===== config.mk =====
export PLATFORM = sky130hd
export DESIGN_NAME = ogfc_cfg
export DESIGN_NICKNAME = d
export VERILOG_FILES = /design/src/hw/rtl/ogfc_pkg.sv /design/src/hw/rtl/ogfc_cfg.sv
export SDC_FILE = /design/constraint.sdc
export NUM_CORES = 1
export LEC_CHECK = 0
export BUFFER_PORTS_ARGS = -buffer_cell sky130_fd_sc_hd__buf_2
export CAP_MARGIN = 10
export CORE_UTILIZATION = 40
export CTS_BUF_LIST = sky130_fd_sc_hd__clkbuf_8
export CTS_CLUSTER_SIZE = 8
export DETAILED_ROUTE_END_ITERATION = 7
export PLACE_DENSITY = 0.78
export SLEW_MARGIN = 5
export SYNTH_ARGS = -nofsm -noshare
export SYNTH_HDL_FRONTEND = slang
export SYNTH_SLANG_ARGS = --single-unit

===== constraint.sdc =====
create_clock -name clk_i -period 0.8 [get_ports clk_i]
set_input_delay 0.04 -clock clk_i [delete_from_list [all_inputs] [get_ports clk_i]]
set_output_delay 0.04 -clock clk_i [all_outputs]
set_load 0.05 [all_outputs]

===== src/hw/rtl/ogfc_pkg.sv =====
package ogfc_pkg;

  // Default grid store size
  localparam int unsigned MAX_ROWS_DEF = 256;
  localparam int unsigned MAX_COLS_DEF = 256;

  // Field and register widths
  localparam int unsigned VAL_W       = 8;
  localparam int unsigned SZ_W        = 9;
  localparam int unsigned TH_W        = 7;
  localparam int unsigned CNT_OUT_W   = 17;
  localparam int unsigned CMP_W       = 13;
  localparam int unsigned NBR_CNT_W   = 4;
  localparam int unsigned IN_TDATA_W  = 40;
  localparam int unsigned OUT_TDATA_W = 24;
  localparam int unsigned APB_AW      = 4;
  localparam int unsigned APB_DW      = 32;

  // Reset values
  localparam logic [SZ_W-1:0] DEF_ROWS = SZ_W'(20);
  localparam logic [SZ_W-1:0] DEF_COLS = SZ_W'(20);
  localparam logic [TH_W-1:0] DEF_FREE = TH_W'(20);
  localparam logic [TH_W-1:0] DEF_OCC  = TH_W'(80);

  localparam logic [VAL_W-1:0] NO_DATA = 8'hFF;
  localparam logic [CNT_OUT_W-1:0] CNT_OUT_MAX = '1;

  // Item kinds
  localparam logic KIND_WRITE = 1'b0;
  localparam logic KIND_QUERY = 1'b1;

  typedef enum logic [1:0] {
    REG_ROWS = 2'd0,
    REG_COLS = 2'd1,
    REG_FREE = 2'd2,
    REG_OCC  = 2'd3
  } reg_idx_e;

  typedef enum logic [1:0] {
    CLS_FREE = 2'd0,
    CLS_OCC  = 2'd1,
    CLS_UNK  = 2'd2
  } cls_e;

  typedef enum logic [1:0] {
    STEP_ZERO = 2'd0,
    STEP_DEC  = 2'd1,
    STEP_INC  = 2'd2
  } step_e;

  typedef enum logic [2:0] {
    ST_CLEAR,
    ST_RECOUNT,
    ST_IDLE,
    ST_ADDR,
    ST_CRD,
    ST_CDAT,
    ST_NBR,
    ST_DONE
  } state_e;

  typedef struct packed {
    logic [SZ_W-1:0] rows;
    logic [SZ_W-1:0] cols;
    logic [TH_W-1:0] free_th;
    logic [TH_W-1:0] occ_th;
  } cfg_regs_t;

  typedef struct packed {
    logic size_wr;
    logic th_wr;
  } cfg_evt_t;

  // Cell class from value and thresholds; free wins over occupied
  function automatic cls_e classify(logic [VAL_W-1:0] v, logic [TH_W-1:0] fth,
                                    logic [TH_W-1:0] oth);
    cls_e c;
    if (v == NO_DATA) begin
      c = CLS_UNK;
    end else if (v < VAL_W'(fth)) begin
      c = CLS_FREE;
    end else if (v > VAL_W'(oth)) begin
      c = CLS_OCC;
    end else begin
      c = CLS_UNK;
    end
    return c;
  endfunction

  // Neighbor order: row above left to right, left, right, row below
  function automatic step_e nbr_row_step(logic [2:0] k);
    step_e s;
    case (k)
      3'd0, 3'd1, 3'd2: s = STEP_DEC;
      3'd3, 3'd4:       s = STEP_ZERO;
      3'd5, 3'd6, 3'd7: s = STEP_INC;
      default:          s = STEP_ZERO;
    endcase
    return s;
  endfunction

  function automatic step_e nbr_col_step(logic [2:0] k);
    step_e s;
    case (k)
      3'd0, 3'd3, 3'd5: s = STEP_DEC;
      3'd1, 3'd6:       s = STEP_ZERO;
      3'd2, 3'd4, 3'd7: s = STEP_INC;
      default:          s = STEP_ZERO;
    endcase
    return s;
  endfunction

endpackage


===== src/hw/rtl/ogfc_cfg.sv =====
module ogfc_cfg #(
  parameter int unsigned MAX_ROWS = ogfc_pkg::MAX_ROWS_DEF,
  parameter int unsigned MAX_COLS = ogfc_pkg::MAX_COLS_DEF
) (
  input  logic                         clk_i,
  input  logic                         rst_ni,
  input  logic                         psel,
  input  logic                         penable,
  input  logic                         pwrite,
  input  logic [ogfc_pkg::APB_AW-1:0]  paddr,
  input  logic [ogfc_pkg::APB_DW-1:0]  pwdata,
  output logic [ogfc_pkg::APB_DW-1:0]  prdata,
  output logic                         pready,
  output ogfc_pkg::cfg_regs_t          regs_o,
  output ogfc_pkg::cfg_evt_t           evt_o
);

  import ogfc_pkg::*;

  cfg_regs_t regs_q, regs_d;
  reg_idx_e  idx;
  logic      wr;

  // Size clamp to 1..max
  function automatic logic [SZ_W-1:0] clamp_sz(logic [SZ_W-1:0] v, int unsigned maxv);
    logic [SZ_W-1:0] r;
    if (v == '0) begin
      r = SZ_W'(1);
    end else if (CMP_W'(v) > CMP_W'(maxv)) begin
      r = SZ_W'(maxv);
    end else begin
      r = v;
    end
    return r;
  endfunction

  assign pready = 1'b1;
  assign wr     = psel & penable & pwrite;
  assign idx    = reg_idx_e'(paddr[3:2]);

  // Register writes
  always_comb begin
    regs_d        = regs_q;
    evt_o.size_wr = 1'b0;
    evt_o.th_wr   = 1'b0;
    if (wr) begin
      case (idx)
        REG_ROWS: begin
          regs_d.rows   = clamp_sz(pwdata[SZ_W-1:0], MAX_ROWS);
          evt_o.size_wr = 1'b1;
        end
        REG_COLS: begin
          regs_d.cols   = clamp_sz(pwdata[SZ_W-1:0], MAX_COLS);
          evt_o.size_wr = 1'b1;
        end
        REG_FREE: begin
          regs_d.free_th = pwdata[TH_W-1:0];
          evt_o.th_wr    = 1'b1;
        end
        REG_OCC: begin
          regs_d.occ_th = pwdata[TH_W-1:0];
          evt_o.th_wr   = 1'b1;
        end
        default: begin
          regs_d = regs_q;
        end
      endcase
    end
  end

  always_ff @(posedge clk_i or negedge rst_ni) begin
    if (!rst_ni) begin
      regs_q.rows    <= DEF_ROWS;
      regs_q.cols    <= DEF_COLS;
      regs_q.free_th <= DEF_FREE;
      regs_q.occ_th  <= DEF_OCC;
    end else begin
      regs_q <= regs_d;
    end
  end

  // Readback
  always_comb begin
    case (idx)
      REG_ROWS: prdata = APB_DW'(regs_q.rows);
      REG_COLS: prdata = APB_DW'(regs_q.cols);
      REG_FREE: prdata = APB_DW'(regs_q.free_th);
      REG_OCC:  prdata = APB_DW'(regs_q.occ_th);
      default:  prdata = '0;
    endcase
  end

  assign regs_o = regs_q;

endmodule


==> results.py <==
metrics = {
    "status": {
        "status": "complete, but fails checks",
        "violations": "negative setup slack",
    },
    "clocking": {
        "cts_buffer_depth": 2,
        "clk_latency_ns": 0.27,
        "cts_root_buffer": "clkbuf_8",
        "clock-sinks": 32,
        "path_clk_slew_ns": 0.08,
        "cts_tree": "yes",
        "htreeDepth": 2,
        "cts_buffers": 5,
    },
    "floorplan": {
        "die_area_um2": 4670,
        "die_h_um": 68.4,
        "ios": 108,
        "initial_utilization_pct": 42.8,
        "die_w_um": 68.4,
        "rows": 23,
        "core_um2": 4120,
    },
    "sta": {
        "rsz0062_at_grt": "yes",
        "slew_viol_final": 0,
        "setup_slack_ns": -0.657,
        "max_freq_mhz": 686,
        "min_period_ns": 1.46,
        "min_period_over_period_pct": 182,
        "tns_ns": -16.15,
        "final-setup-viol-count": 72,
        "whs_ns": 0.0589,
        "finalHoldViolCount": 0,
        "finalClockSkew_ns": 0,
    },
    "global_routing": {
        "overflow": 0,
        "grt_pass1_wl_mm": 7.43,
        "grt_max_degree": 33,
        "grt_pass1_vias": 1423,
        "antenna_found_initial": 0,
        "grt.total_usage_pct": 23.1,
    },
    "drt": {
        "drtIter0Drc": 51,
        "maxUsedRoutingLayer": "met4",
        "route.met2.wl_mm": 3.19,
        "ant_nets": 0,
        "dr.pass1.iters": 4,
        "wl_met3_um": 304,
        "wl_met1_mm": 2.27,
        "avgViaCountPerCell": 4.95,
        "wl_per_cell_um": 21.1,
        "route.detailed.drc": 0,
        "num_vias": 1420,
        "routed_wl_mm": 6.07,
    },
    "logic_synthesis": {
        "ys_ff_latch": 32,
        "synth_top_flop_cell": "dfrtp_1",
        "yosysUniqueCellTypes": 23,
        "ys_warn_count": 0,
        "yosys.area.top_type": "dfrtp_1",
        "synth_top_area_share_pct": 34.1,
        "ys_seq_area_share_pct": 46.0,
        "synth_area_um2": 1760,
        "ys_top_cells_by_area": "dfrtp_1 34%, mux2_2 13%, dfstp_2 12%",
        "synth_edf_count": 0,
        "synthArstFlopShare_pct": 100,
        "synth.most_common_cell": "buf_4",
        "synthCells": 128,
        "synth.top_cells.by_count": "26 x buf_4, 24 x dfrtp_1, 20 x mux2_2",
        "syn_area_per_cell_um2": 13.8,
    },
    "power": {
        "cellPowerDensity_nw_per_um2": 2850,
        "power.switching_mw": 3.73,
        "power_frac_comb_pct": 58.8,
        "finalPower_mw": 9.08,
        "vdd_drop_max_v": 0.00139,
        "pwr-share-clk_pct": 15.3,
        "pwr-share-seq_pct": 25.9,
        "swShare_pct": 41.1,
        "p_int_mw": 5.34,
        "leakagePower_nw": 1.52,
    },
    "placement": {
        "placed_area_um2": 2340,
        "dp_hpwl_mm": 3.20,
        "post-place-cells": 263,
        "pre_cts_ws_ns": -0.351,
        "port_buffers": 58,
        "place.gp.congestion": 0.733,
    },
    "setup_path": {
        "crit_path_start_kind": "flip-flop",
        "cp_cell_sequence": "mux4_2 -> buf_6",
        "cp.required_ns": 0.76,
        "endpoint_kind": "output pin",
        "worst-setup-path-type": "reg -> out",
        "r2r_setup_slack_ns": -0.22,
        "path_buf_inv": 1,
        "cp_slowest_cell": "mux4_2",
        "cp_max_fo": 2,
        "r2r_end": "regs_o[28]",
        "critPathTopFamily": "multiplexers",
        "path_depth": 2,
        "reg2reg_depth": 3,
        "arrival_ns": 1.42,
        "r2r_start": "regs_o[28]",
        "critPathMaxStageDelay_ns": 0.51,
    },
    "cells_and_area": {
        "final_area_um2": 3180,
        "layout.cells.non_filler": 287,
        "nNetsFinal": 276,
        "drive_above_1_share_pct": 82.6,
        "syn_to_final_growth_pct": 80.8,
        "fillCellCount": 233,
        "final_core_util_pct": 77.4,
        "largest_reg_flops": 32,
        "register_area_um2": 840,
        "multi_input_area_um2": 935,
    },
    "min_path": {
        "hp-start": "pwdata[0]",
        "hold_end": "regs_o[7]",
        "min_path_cells": 2,
        "hp-class": "in -> reg",
    },
    "run": {
        "maxCapViolations": 0,
    },
}
[metal layers]
layer	vias up	track usage (%)
met3	23	7.00
met4	0	9.64
met5	-	0
met1	704	24.7
met2	80	41.8
li1	613	-
[worst max path at each step]
stage | startpoint | endpoint
2_1_floorplan | paddr[3] | regs_o[10]
3_3_place_gp | paddr[3] | regs_o[26]
3_5_place_dp | paddr[3] | regs_o[24]
4_1_cts | regs_o[5] | prdata[5]
5_1_grt | regs_o[29] | prdata[6]
6_report | regs_o[29] | prdata[6]
[what timing repair did]
item / CTS / global route
endpoints found under the hold margin: 32 / 0
gates cloned: 0 / 0
resized for setup: 157 / 34
setup buffers: 7 / 23
setup endpoints to repair: 70 / 73
pin swaps: 2 / 1
hold buffers: 1 / 0
[cell usage in the layout, fill, tap and decap left out, types with 2 or more instances in the layout]
| master | Yosys | routed |
|---|---|---|
| mux2i_4 | 0 | 2 |
| buf_12 | 0 | 3 |
| nor2_4 | 0 | 2 |
| conb_1 | 2 | 24 |
| inv_1 | 3 | 4 |
| buf_2 | 0 | 15 |
| dfstp_2 | 8 | 8 |
| dfrtp_2 | 0 | 23 |
| nor2b_1 | 7 | 7 |
| buf_6 | 3 | 46 |
| buf_8 | 0 | 33 |
| clkbuf_8 | 0 | 7 |
| mux2_4 | 10 | 29 |
| nor4_2 | 0 | 2 |
| and2_4 | 2 | 2 |
| mux4_2 | 7 | 7 |
| buf_4 | 26 | 10 |
[final cells by class]
cell class | instances | area share, %
well taps | 50 | 1.96
flip-flops and latches | 32 | 26.4
clock inverters | 1 | 0.118
diodes | 1 | 0.0786
multi-input cells | 85 | 29.4
repair buffers | 108 | 38.7
clock buffers | 7 | 3.03
inverters | 3 | 0.354
[cell families after synthesis]
group / after synthesis / share of synthesized area [%]
muxes: 39 / 31.4
other: 2 / 0.426
and+or+nand+nor: 18 / 6.75
AOI/OAI and AO/OA: 4 / 1.56
DFF: 32 / 46.0
buffers and inverters: 33 / 13.8
[power by group through the flow]
| stage | combinational (mW) | clock, mW | sequential (mW) |
|---|---|---|---|
| after floorplan | 1.39 | 0 | 3.51 |
| after global placement | 3.56 | 0 | 2.24 |
| after detailed placement | 3.61 | 0 | 2.27 |
| after CTS | 4.93 | 1.38 | 2.30 |
| after global routing | 5.51 | 1.49 | 2.38 |
| final | 5.34 | 1.39 | 2.36 |
Note: power is estimated with default switching activity, not from simulation.
