--- src/hw/rtl/ogfc_pkg.sv ---
package ogfc_pkg;

  // Default grid store size
  localparam int unsigned MAX_ROWS_DEF = 256;
  localparam int unsigned MAX_COLS_DEF = 256;

  // Field and register widths
  localparam int unsigned VAL_W       = 8;
  localparam int unsigned SZ_W        = 9;
  localparam int unsigned TH_W        = 7;
  localparam int unsigned CNT_OUT_W   = 17;
  localparam int unsigned CMP_W       = 13;
  localparam int unsigned NBR_CNT_W   = 4;
  localparam int unsigned IN_TDATA_W  = 40;
  localparam int unsigned OUT_TDATA_W = 24;
  localparam int unsigned APB_AW      = 4;
  localparam int unsigned APB_DW      = 32;

  // Reset values
  localparam logic [SZ_W-1:0] DEF_ROWS = SZ_W'(20);
  localparam logic [SZ_W-1:0] DEF_COLS = SZ_W'(20);
  localparam logic [TH_W-1:0] DEF_FREE = TH_W'(20);
  localparam logic [TH_W-1:0] DEF_OCC  = TH_W'(80);

  localparam logic [VAL_W-1:0] NO_DATA = 8'hFF;
  localparam logic [CNT_OUT_W-1:0] CNT_OUT_MAX = '1;

  // Item kinds
  localparam logic KIND_WRITE = 1'b0;
  localparam logic KIND_QUERY = 1'b1;

  typedef enum logic [1:0] {
    REG_ROWS = 2'd0,
    REG_COLS = 2'd1,
    REG_FREE = 2'd2,
    REG_OCC  = 2'd3
  } reg_idx_e;

  typedef enum logic [1:0] {
    CLS_FREE = 2'd0,
    CLS_OCC  = 2'd1,
    CLS_UNK  = 2'd2
  } cls_e;

  typedef enum logic [1:0] {
    STEP_ZERO = 2'd0,
    STEP_DEC  = 2'd1,
    STEP_INC  = 2'd2
  } step_e;

  typedef enum logic [2:0] {
    ST_CLEAR,
    ST_RECOUNT,
    ST_IDLE,
    ST_ADDR,
    ST_CRD,
    ST_CDAT,
    ST_NBR,
    ST_DONE
  } state_e;

  typedef struct packed {
    logic [SZ_W-1:0] rows;
    logic [SZ_W-1:0] cols;
    logic [TH_W-1:0] free_th;
    logic [TH_W-1:0] occ_th;
  } cfg_regs_t;

  typedef struct packed {
    logic size_wr;
    logic th_wr;
  } cfg_evt_t;

  // Cell class from value and thresholds; free wins over occupied
  function automatic cls_e classify(logic [VAL_W-1:0] v, logic [TH_W-1:0] fth,
                                    logic [TH_W-1:0] oth);
    cls_e c;
    if (v == NO_DATA) begin
      c = CLS_UNK;
    end else if (v < VAL_W'(fth)) begin
      c = CLS_FREE;
    end else if (v > VAL_W'(oth)) begin
      c = CLS_OCC;
    end else begin
      c = CLS_UNK;
    end
    return c;
  endfunction

  // Neighbor order: row above left to right, left, right, row below
  function automatic step_e nbr_row_step(logic [2:0] k);
    step_e s;
    case (k)
      3'd0, 3'd1, 3'd2: s = STEP_DEC;
      3'd3, 3'd4:       s = STEP_ZERO;
      3'd5, 3'd6, 3'd7: s = STEP_INC;
      default:          s = STEP_ZERO;
    endcase
    return s;
  endfunction

  function automatic step_e nbr_col_step(logic [2:0] k);
    step_e s;
    case (k)
      3'd0, 3'd3, 3'd5: s = STEP_DEC;
      3'd1, 3'd6:       s = STEP_ZERO;
      3'd2, 3'd4, 3'd7: s = STEP_INC;
      default:          s = STEP_ZERO;
    endcase
    return s;
  endfunction

endpackage

--- src/hw/rtl/ogfc_nbr_unit.sv ---
module ogfc_nbr_unit #(
  parameter int unsigned MAX_ROWS = ogfc_pkg::MAX_ROWS_DEF,
  parameter int unsigned MAX_COLS = ogfc_pkg::MAX_COLS_DEF,
  localparam int unsigned ROW_W = $clog2(MAX_ROWS),
  localparam int unsigned COL_W = $clog2(MAX_COLS),
  localparam int unsigned AW    = $clog2(MAX_ROWS * MAX_COLS)
) (
  input  logic [AW-1:0]             ctr_addr_i,
  input  logic [ROW_W-1:0]          row_i,
  input  logic [COL_W-1:0]          col_i,
  input  logic [ogfc_pkg::SZ_W-1:0] rows_i,
  input  logic [ogfc_pkg::SZ_W-1:0] cols_i,
  input  logic [2:0]                k_i,
  output logic [AW-1:0]             addr_o,
  output logic                      ok_o
);

  import ogfc_pkg::*;

  step_e         rs, cs;
  logic          row_ok, col_ok;
  logic [AW-1:0] off_r, off_c;

  assign rs = nbr_row_step(k_i);
  assign cs = nbr_col_step(k_i);

  // Bounds of the neighbor; the center is known to be in the grid
  always_comb begin
    row_ok = 1'b1;
    col_ok = 1'b1;
    off_r  = '0;
    off_c  = '0;
    case (rs)
      STEP_DEC: begin
        row_ok = (row_i != '0);
        off_r  = AW'(0) - AW'(MAX_COLS);
      end
      STEP_INC: begin
        row_ok = (CMP_W'(row_i) + CMP_W'(1)) != CMP_W'(rows_i);
        off_r  = AW'(MAX_COLS);
      end
      default: begin
        row_ok = 1'b1;
      end
    endcase
    case (cs)
      STEP_DEC: begin
        col_ok = (col_i != '0);
        off_c  = '1;
      end
      STEP_INC: begin
        col_ok = (CMP_W'(col_i) + CMP_W'(1)) != CMP_W'(cols_i);
        off_c  = AW'(1);
      end
      default: begin
        col_ok = 1'b1;
      end
    endcase
  end

  assign ok_o   = row_ok & col_ok;
  assign addr_o = ctr_addr_i + off_r + off_c;

endmodule

--- config.mk ---
export PLATFORM = sky130hd
export DESIGN_NAME = ogfc_nbr_unit
export DESIGN_NICKNAME = d
export VERILOG_FILES = /design/src/hw/rtl/ogfc_pkg.sv /design/src/hw/rtl/ogfc_nbr_unit.sv
export SDC_FILE = /design/constraint.sdc
export NUM_CORES = 1
export LEC_CHECK = 0
export BUFFER_PORTS_ARGS = -buffer_cell sky130_fd_sc_hd__buf_4
export CORE_AREA = 4 4 63 65
export DETAILED_ROUTE_END_ITERATION = 6
export DIE_AREA = 0 0 67 69
export PLACE_DENSITY = 0.89
export SYNTH_ARGS = -nofsm -noshare
export SYNTH_HDL_FRONTEND = slang
export SYNTH_SLANG_ARGS = --single-unit
--- constraint.sdc ---
create_clock -name vclk -period 11.2
set_input_delay 1.12 -clock vclk [all_inputs]
set_output_delay 1.12 -clock vclk [all_outputs]
set_load 0.01 [all_outputs]
==> results of run 1 <==
how the worst min path moves through the flow:
stage                   from        end  slack, ns
2_1_floorplan  ctr_addr_i[0]  addr_o[0]       2.39
3_3_place_gp   ctr_addr_i[0]  addr_o[0]       2.54
3_5_place_dp   ctr_addr_i[0]  addr_o[0]       2.55
4_1_cts        ctr_addr_i[0]  addr_o[0]       2.55
5_1_grt        ctr_addr_i[0]  addr_o[0]       2.58
6_report       ctr_addr_i[0]  addr_o[0]       2.54
area by class of cell:
cell class | instances | area [um^2]
inverter | 25 | 93.84
tap | 46 | 57.56
multi-input combinational | 204 | 1644
fill | 305 | 1016
timing repair buffer | 70 | 525.5
Yosys cell counts (2+ instances only):
master,n
buf_4,2
and2_1,6
a211o_1,2
o41a_1,2
xnor2_1,25
o31ai_1,4
o21ai_0,7
o21ai_1,2
ha_1,26
nand3_1,8
nor4b_1,4
o21bai_1,2
o21a_1,5
a21oi_1,13
mux2i_1,3
o41ai_1,2
o2111ai_1,2
fa_1,8
nor4_1,2
clkbuf_1,4
a21boi_0,2
nand2_1,14
a21o_1,5
nor2_1,17
xor2_1,15
nand4_1,2
and3_1,2
a31oi_1,3
inv_1,25
nor3_1,5
through the flow:
stage | cells | util [%] | hold WS (ns)
floorplan | 236 | - | 2.391
global placement | 345 | 69.55 | 2.543
detailed placement | 345 | 69.55 | 2.548
CTS | 345 | 69.55 | 2.550
global route | 345 | 69.55 | 2.581
finish | 345 | 69.55 | 2.545
kinds of logic (layout without fill, tap and decap cells):
kind of cell | after synthesis | count (layout) | synth area share (%)
compound gates | 61 | 61 | 24.00
buf+inv | 32 | 95 | 7.268
mux | 3 | 3 | 1.694
fa+ha+maj | 34 | 34 | 27.38
xor+xnor | 40 | 40 | 19.76
simple gates | 66 | 66 | 19.90
layer usage:
layer	share of wire (%)	GRT usage, %
met2	50	35.70
met4	1.6	2.703
met5	0	0
met1	42	25.15
met3	6.0	1.136
power groups by stage:
stage	logic, mW	clock network, mW	registers, mW
5_1_grt	0.207	0	0
3_3_place_gp	0.183	0	0
3_5_place_dp	0.186	0	0
6_report	0.187	0	0
4_1_cts	0.188	0	0
2_1_floorplan	0.114	0	0
worst max-delay path: cells and delay by family:
kind | cells | cell delay [ns]
AO/OA/AOI/OAI | 5 | 1.09
buffers and inverters | 5 | 0.45
XOR/XNOR | 1 | 0.14
multiplexers | 1 | 0.09
adder cells (fa/ha/maj) | 4 | 1.94
==> impl_results.md, run 1 <==
* Synthesized Nets at 323
* Combinational Power Share at 100.0%
* Mapped Area at 1773 um^2
* DRT Pass-1 Iters at 4
* Tightest Hold Check Type: in -> out
* Pwr Total at 187.0 uW
* Commonest non-fill, non-tap cell in the layout: buf_4
* Final WL at 4491 um
* Final Setup Violations at 0
* Sequential standard cell area at 0 um^2
* Critical path launch point: k_i[0]
* Clock share of power at 0%
* Gate Count Post-Synth at 236
* Routed WL per cell at 13.02 um
* Internal power at 94.32 uW
* IO Port Bufs at 70
* Die Y-Extent at 69 um
* Layout cell share with drive strength beyond 1 at 24.41%
* Synth top area cells: ha_1 18%, xnor2_1 12%, fa_1 9.0%, xor2_1 7.4%, inv_1 5.3%
* # resized after CTS at 0
* Status: complete, no violations
* Die width at 67 um
* CP endpoint kind: output port
* Unrepaired setup endpoints after global routing: false
* Final worst slack at 5.250 ns
* Worst-path fanout max at 14
* Final instance area at 2321 um^2
* Max VDD drop at 75.11 uV
* Required @ worst endpoint at 10.08 ns
* Post-synth top area share at 18.35%
* Worst-Margin Slew at 0.8023 ns
* Crit path kind: in -> out
* Hold Path Stages at 3
* Placed cell areas at 2321 um^2
* Post-CTS setup buffers at 0
* Final period util at 53.13%
* Final worst path period need at 5.950 ns
* Detail Placement HPWL at 3911 um
* Largest net degree at the start of global routing at 15
* Number of global-route vias before repair at 1904
* Initial Utilization at 53.13%
* Nets at 388
* GRT overflow at 0
* Avg Cell Area, Syn at 7.513 um^2
* Sequential share of power at 0%
* Vias per cell at 5.574
* CORE AREA at 3337 um^2
* LEAKAGE at 1.138 nW
* Synth cell types at 47
* Pwr Density at 80.57 nW/um^2
* Largest stage delay, worst path at 0.69 ns
* Most frequent cells in the layout: 70 x buf_4, 26 x ha_1, 25 x inv_1, 25 x xnor2_1, 17 x nor2_1
* Worst Path Arrival at 4.83 ns
* # clk buffers at 0
* Yosys top cell by area: ha_1
* Sw Share at 49.56%
* Max Transition Viols Final at 0
* Global-route wire length before repair at 7790 um
* # hold bufs at CTS at 0
* Seq_cells at 0
* FMAX at 0.1681 GHz
* Via count at 1923
* Post-DRT Antenna Nets at 0
* CP cell instances: buf_4, inv_1, ha_1, inv_1, mux2i_1, inv_1, ha_1, fa_1, ha_1, a21o_1, a2111oi_0, o21ai_1, a31oi_1, o21bai_1, xor2_1, buf_4
* Register area share after synthesis at 0%
* Psw at 92.68 uW
* All-Layer GR Usage at 19.58%
* Setup TNS at 0 ns
* I/O Pins at 70
* Fin. Hold Viols at 0
* Worst setup endpoint: addr_o[14]
* Critical Path Slowest Stage Cell: ha_1
* Max_slew headroom at 46.51%
* Synth-to-layout area growth at 30.91%
* Setup WS pre-CTS at 5.292 ns
* Die area at 4623 um^2
* Max_cap viols at 0
* Initial drt markers at 74
* Worst setup SP type: primary input
* # DRC at 0
* RePlAce Congestion at 0.9859
* ANT cells at 0
* FP Rows at 21
* Initial antenna violation count at 0
* Ys Warns at 0
Note: power is estimated with default switching activity, not from simulation.
==> inputs of run 2 (changes only) <==
--- a/config.mk
+++ b/config.mk
@@ -6,10 +6,10 @@
 export NUM_CORES = 1
 export LEC_CHECK = 0
 export BUFFER_PORTS_ARGS = -buffer_cell sky130_fd_sc_hd__buf_4
-export CORE_AREA = 4 4 63 65
+export CORE_AREA = 4 4 64 66
 export DETAILED_ROUTE_END_ITERATION = 6
-export DIE_AREA = 0 0 67 69
-export PLACE_DENSITY = 0.89
+export DIE_AREA = 0 0 68 70
+export PLACE_DENSITY = 0.87
 export SYNTH_ARGS = -nofsm -noshare
 export SYNTH_HDL_FRONTEND = slang
 export SYNTH_SLANG_ARGS = --single-unit
==> constraint.sdc (replaced) <==
create_clock -name vclk -period 6.2
set_input_delay 0.62 -clock vclk [all_inputs]
set_output_delay 0.62 -clock vclk [all_outputs]
set_load 0.01 [all_outputs]
==> run 2 against run 1 <==
Net effect:
- total power increased by 80%
- final cell count increased by 0.58%
- first-iteration DRC count is 8.1% lower
- cell area increased by 0.11%
- via count down 0.68%
- combinational power is 80% higher
- non-clock buffer count is the same
- die area is 3.0% higher
- count of clock-buffer cells in the layout unchanged
- critical endpoint unchanged
==> impl_results.md, run 2 (synthesis results as in run 1) <==
* Status: complete, no violations
* Routed WL per cell at 12.45 um (-4.3%)
* Vias per cell at 5.504 (-1.2%)
* Setup WS pre-CTS at 1.350 ns (-3.941 ns)
* Sw Share at 49.37% (-0.20 points)
* Max_cap viols at 0 (unchanged)
* Psw at 166.0 uW (+79%)
* Finished Layout Cells at 347 (+0.58%)
* FMAX at 0.2073 GHz
* I/O Pins at 70 (unchanged)
* Critical Path Slowest Stage Cell: ha_1
* CP endpoint kind: output port
* Worst-Margin Slew at 0.7902 ns (-0.01210 ns)
* # clk buffers at 0 (unchanged)
* IO Port Bufs at 70 (unchanged)
* FP Rows at 22 (+4.8%)
* Final Setup Violations at 0 (unchanged)
* Final worst slack at 1.375 ns (-3.875 ns)
* Max_slew headroom at 47.32% (+0.81 points)
* Combinational Power Share at 100.0% (about the same)
* Largest stage delay, worst path at 0.67 ns (-0.02 ns)
* Die Y-Extent at 70 um (+1.4%)
* Final period util at 77.82%
* GRT overflow at 0 (unchanged)
* Fin. Hold Viols at 0 (unchanged)
* Sequential share of power at 0% (unchanged)
* Placed Cells incl. Taps at 347 (+0.58%)
* Worst setup SP type: primary input
* ANT cells at 0 (unchanged)
* # resized after CTS at 0 (unchanged)
* Origin of the worst min-delay path: ctr_addr_i[0]
* Internal power at 170.2 uW (+80%)
* Synth-to-layout area growth at 31.05%
* # DRC at 0 (unchanged)
* All-Layer GR Usage at 17.40% (-2.2 points)
* Max Transition Viols Final at 0 (unchanged)
* Nets at 388 (unchanged)
* Unrepaired setup endpoints after global routing: false
* Max VDD drop at 128.7 uV (+71%)
* Pwr Total at 336.2 uW (+80%)
* Layout cell share with drive strength beyond 1 at 24.41% (unchanged)
* Post-CTS setup buffers at 0 (unchanged)
* CP cell instances: buf_4, inv_1, ha_1, inv_1, mux2i_1, inv_1, ha_1, fa_1, ha_1, a21o_1, a2111oi_0, o21ai_1, a31oi_1, o21bai_1, xor2_1, buf_4
* Most frequent cells in the layout: 70 x buf_4, 26 x ha_1, 25 x inv_1, 25 x xnor2_1, 17 x nor2_1
* Required @ worst endpoint at 5.58 ns (-4.50 ns)
* Detail Placement HPWL at 3801 um (-2.8%)
* Pwr Density at 144.7 nW/um^2 (+80%)
* Hold EP: addr_o[0]
* Initial drt markers at 68 (-8.1%)
* LEAKAGE at 1.138 nW (unchanged)
* Commonest non-fill, non-tap cell in the layout: buf_4
* RePlAce Congestion at 0.9134 (-7.4%)
* Die width at 68 um (+1.5%)
* DRT Pass-1 Iters at 4 (unchanged)
* Number of global-route vias before repair at 1671 (-12%)
* Worst-path fanout max at 14 (unchanged)
* Clock share of power at 0% (unchanged)
* Hold Path Stages at 3 (unchanged)
* Die area at 4760 um^2 (+3.0%)
* Initial Utilization at 49.55% (-3.6 points)
* Initial antenna violation count at 0 (unchanged)
* CORE AREA at 3578 um^2 (+7.2%)
* Final worst path period need at 4.825 ns
* Setup TNS at 0 ns (unchanged)
* Crit path kind: in -> out
* Largest net degree at the start of global routing at 15 (unchanged)
* Seq_cells at 0 (unchanged)
* Post-DRT Antenna Nets at 0 (unchanged)
* Via count at 1910 (-0.68%)
* # hold bufs at CTS at 0 (unchanged)
* Global-route wire length before repair at 7010 um (-10%)
* Worst Path Arrival at 4.20 ns (-0.63 ns)
* Sequential standard cell area at 0 um^2 (unchanged)
* Final WL at 4321 um (-3.8%)
* Tightest Hold Check Type: in -> out
==> run 2: worst max-delay path by stage <==
stage / startpoint / endpoint / slack [ns] / depth (start not counted)
after detailed placement: k_i[0] / addr_o[14] / 1.35 / 16
after floorplan: k_i[0] / addr_o[13] / 1.79 / 16
after CTS: k_i[0] / addr_o[14] / 1.34 / 16
after global routing: k_i[0] / addr_o[14] / 1.02 / 16
after global placement: k_i[0] / addr_o[14] / 1.45 / 16
final: k_i[0] / addr_o[14] / 1.38 / 16
==> run 2: power by group through the flow <==
stage	Sequential (mW)	Combinational [mW]	Clock, mW
6_report	0	0.336	0
5_1_grt	0	0.371	0
4_1_cts	0	0.338	0
3_5_place_dp	0	0.336	0
3_3_place_gp	0	0.330	0
2_1_floorplan	0	0.207	0
==> run 2: final cells by class <==
class / instances / area, um^2
multi-input combinational: 204 / 1644
fill: 330 / 1255
timing repair buffer: 70 / 525.5
inverter: 25 / 93.84
tap: 48 / 60.06
==> run 2: worst max-delay path, delay by kind of cell <==
kind,cells,cell delay [ns]
adder cells (fa/ha/maj),4,1.91
AO/OA/AOI/OAI,5,1.01
buffers and inverters,5,0.43
XOR/XNOR,1,0.14
multiplexers,1,0.08
==> run 2: through the flow <==
stage / cell area, um^2 / util [%] / hold slack [ns]
floorplan: 1773 / - / 1.391
global placement: 2323 / 64.93 / 1.546
detailed placement: 2323 / 64.93 / 1.557
CTS: 2323 / 64.93 / 1.557
global route: 2323 / 64.93 / 1.567
finish: 2323 / 64.93 / 1.553
==> run 2: routing by layer <==
| layer | global-route usage (%) | part of all wire (%) |
|---|---|---|
| met5 | 0 | 0 |
| met4 | 1.104 | 0.49 |
| met3 | 2.251 | 9.4 |
| met2 | 31.16 | 49 |
| met1 | 22.58 | 41 |
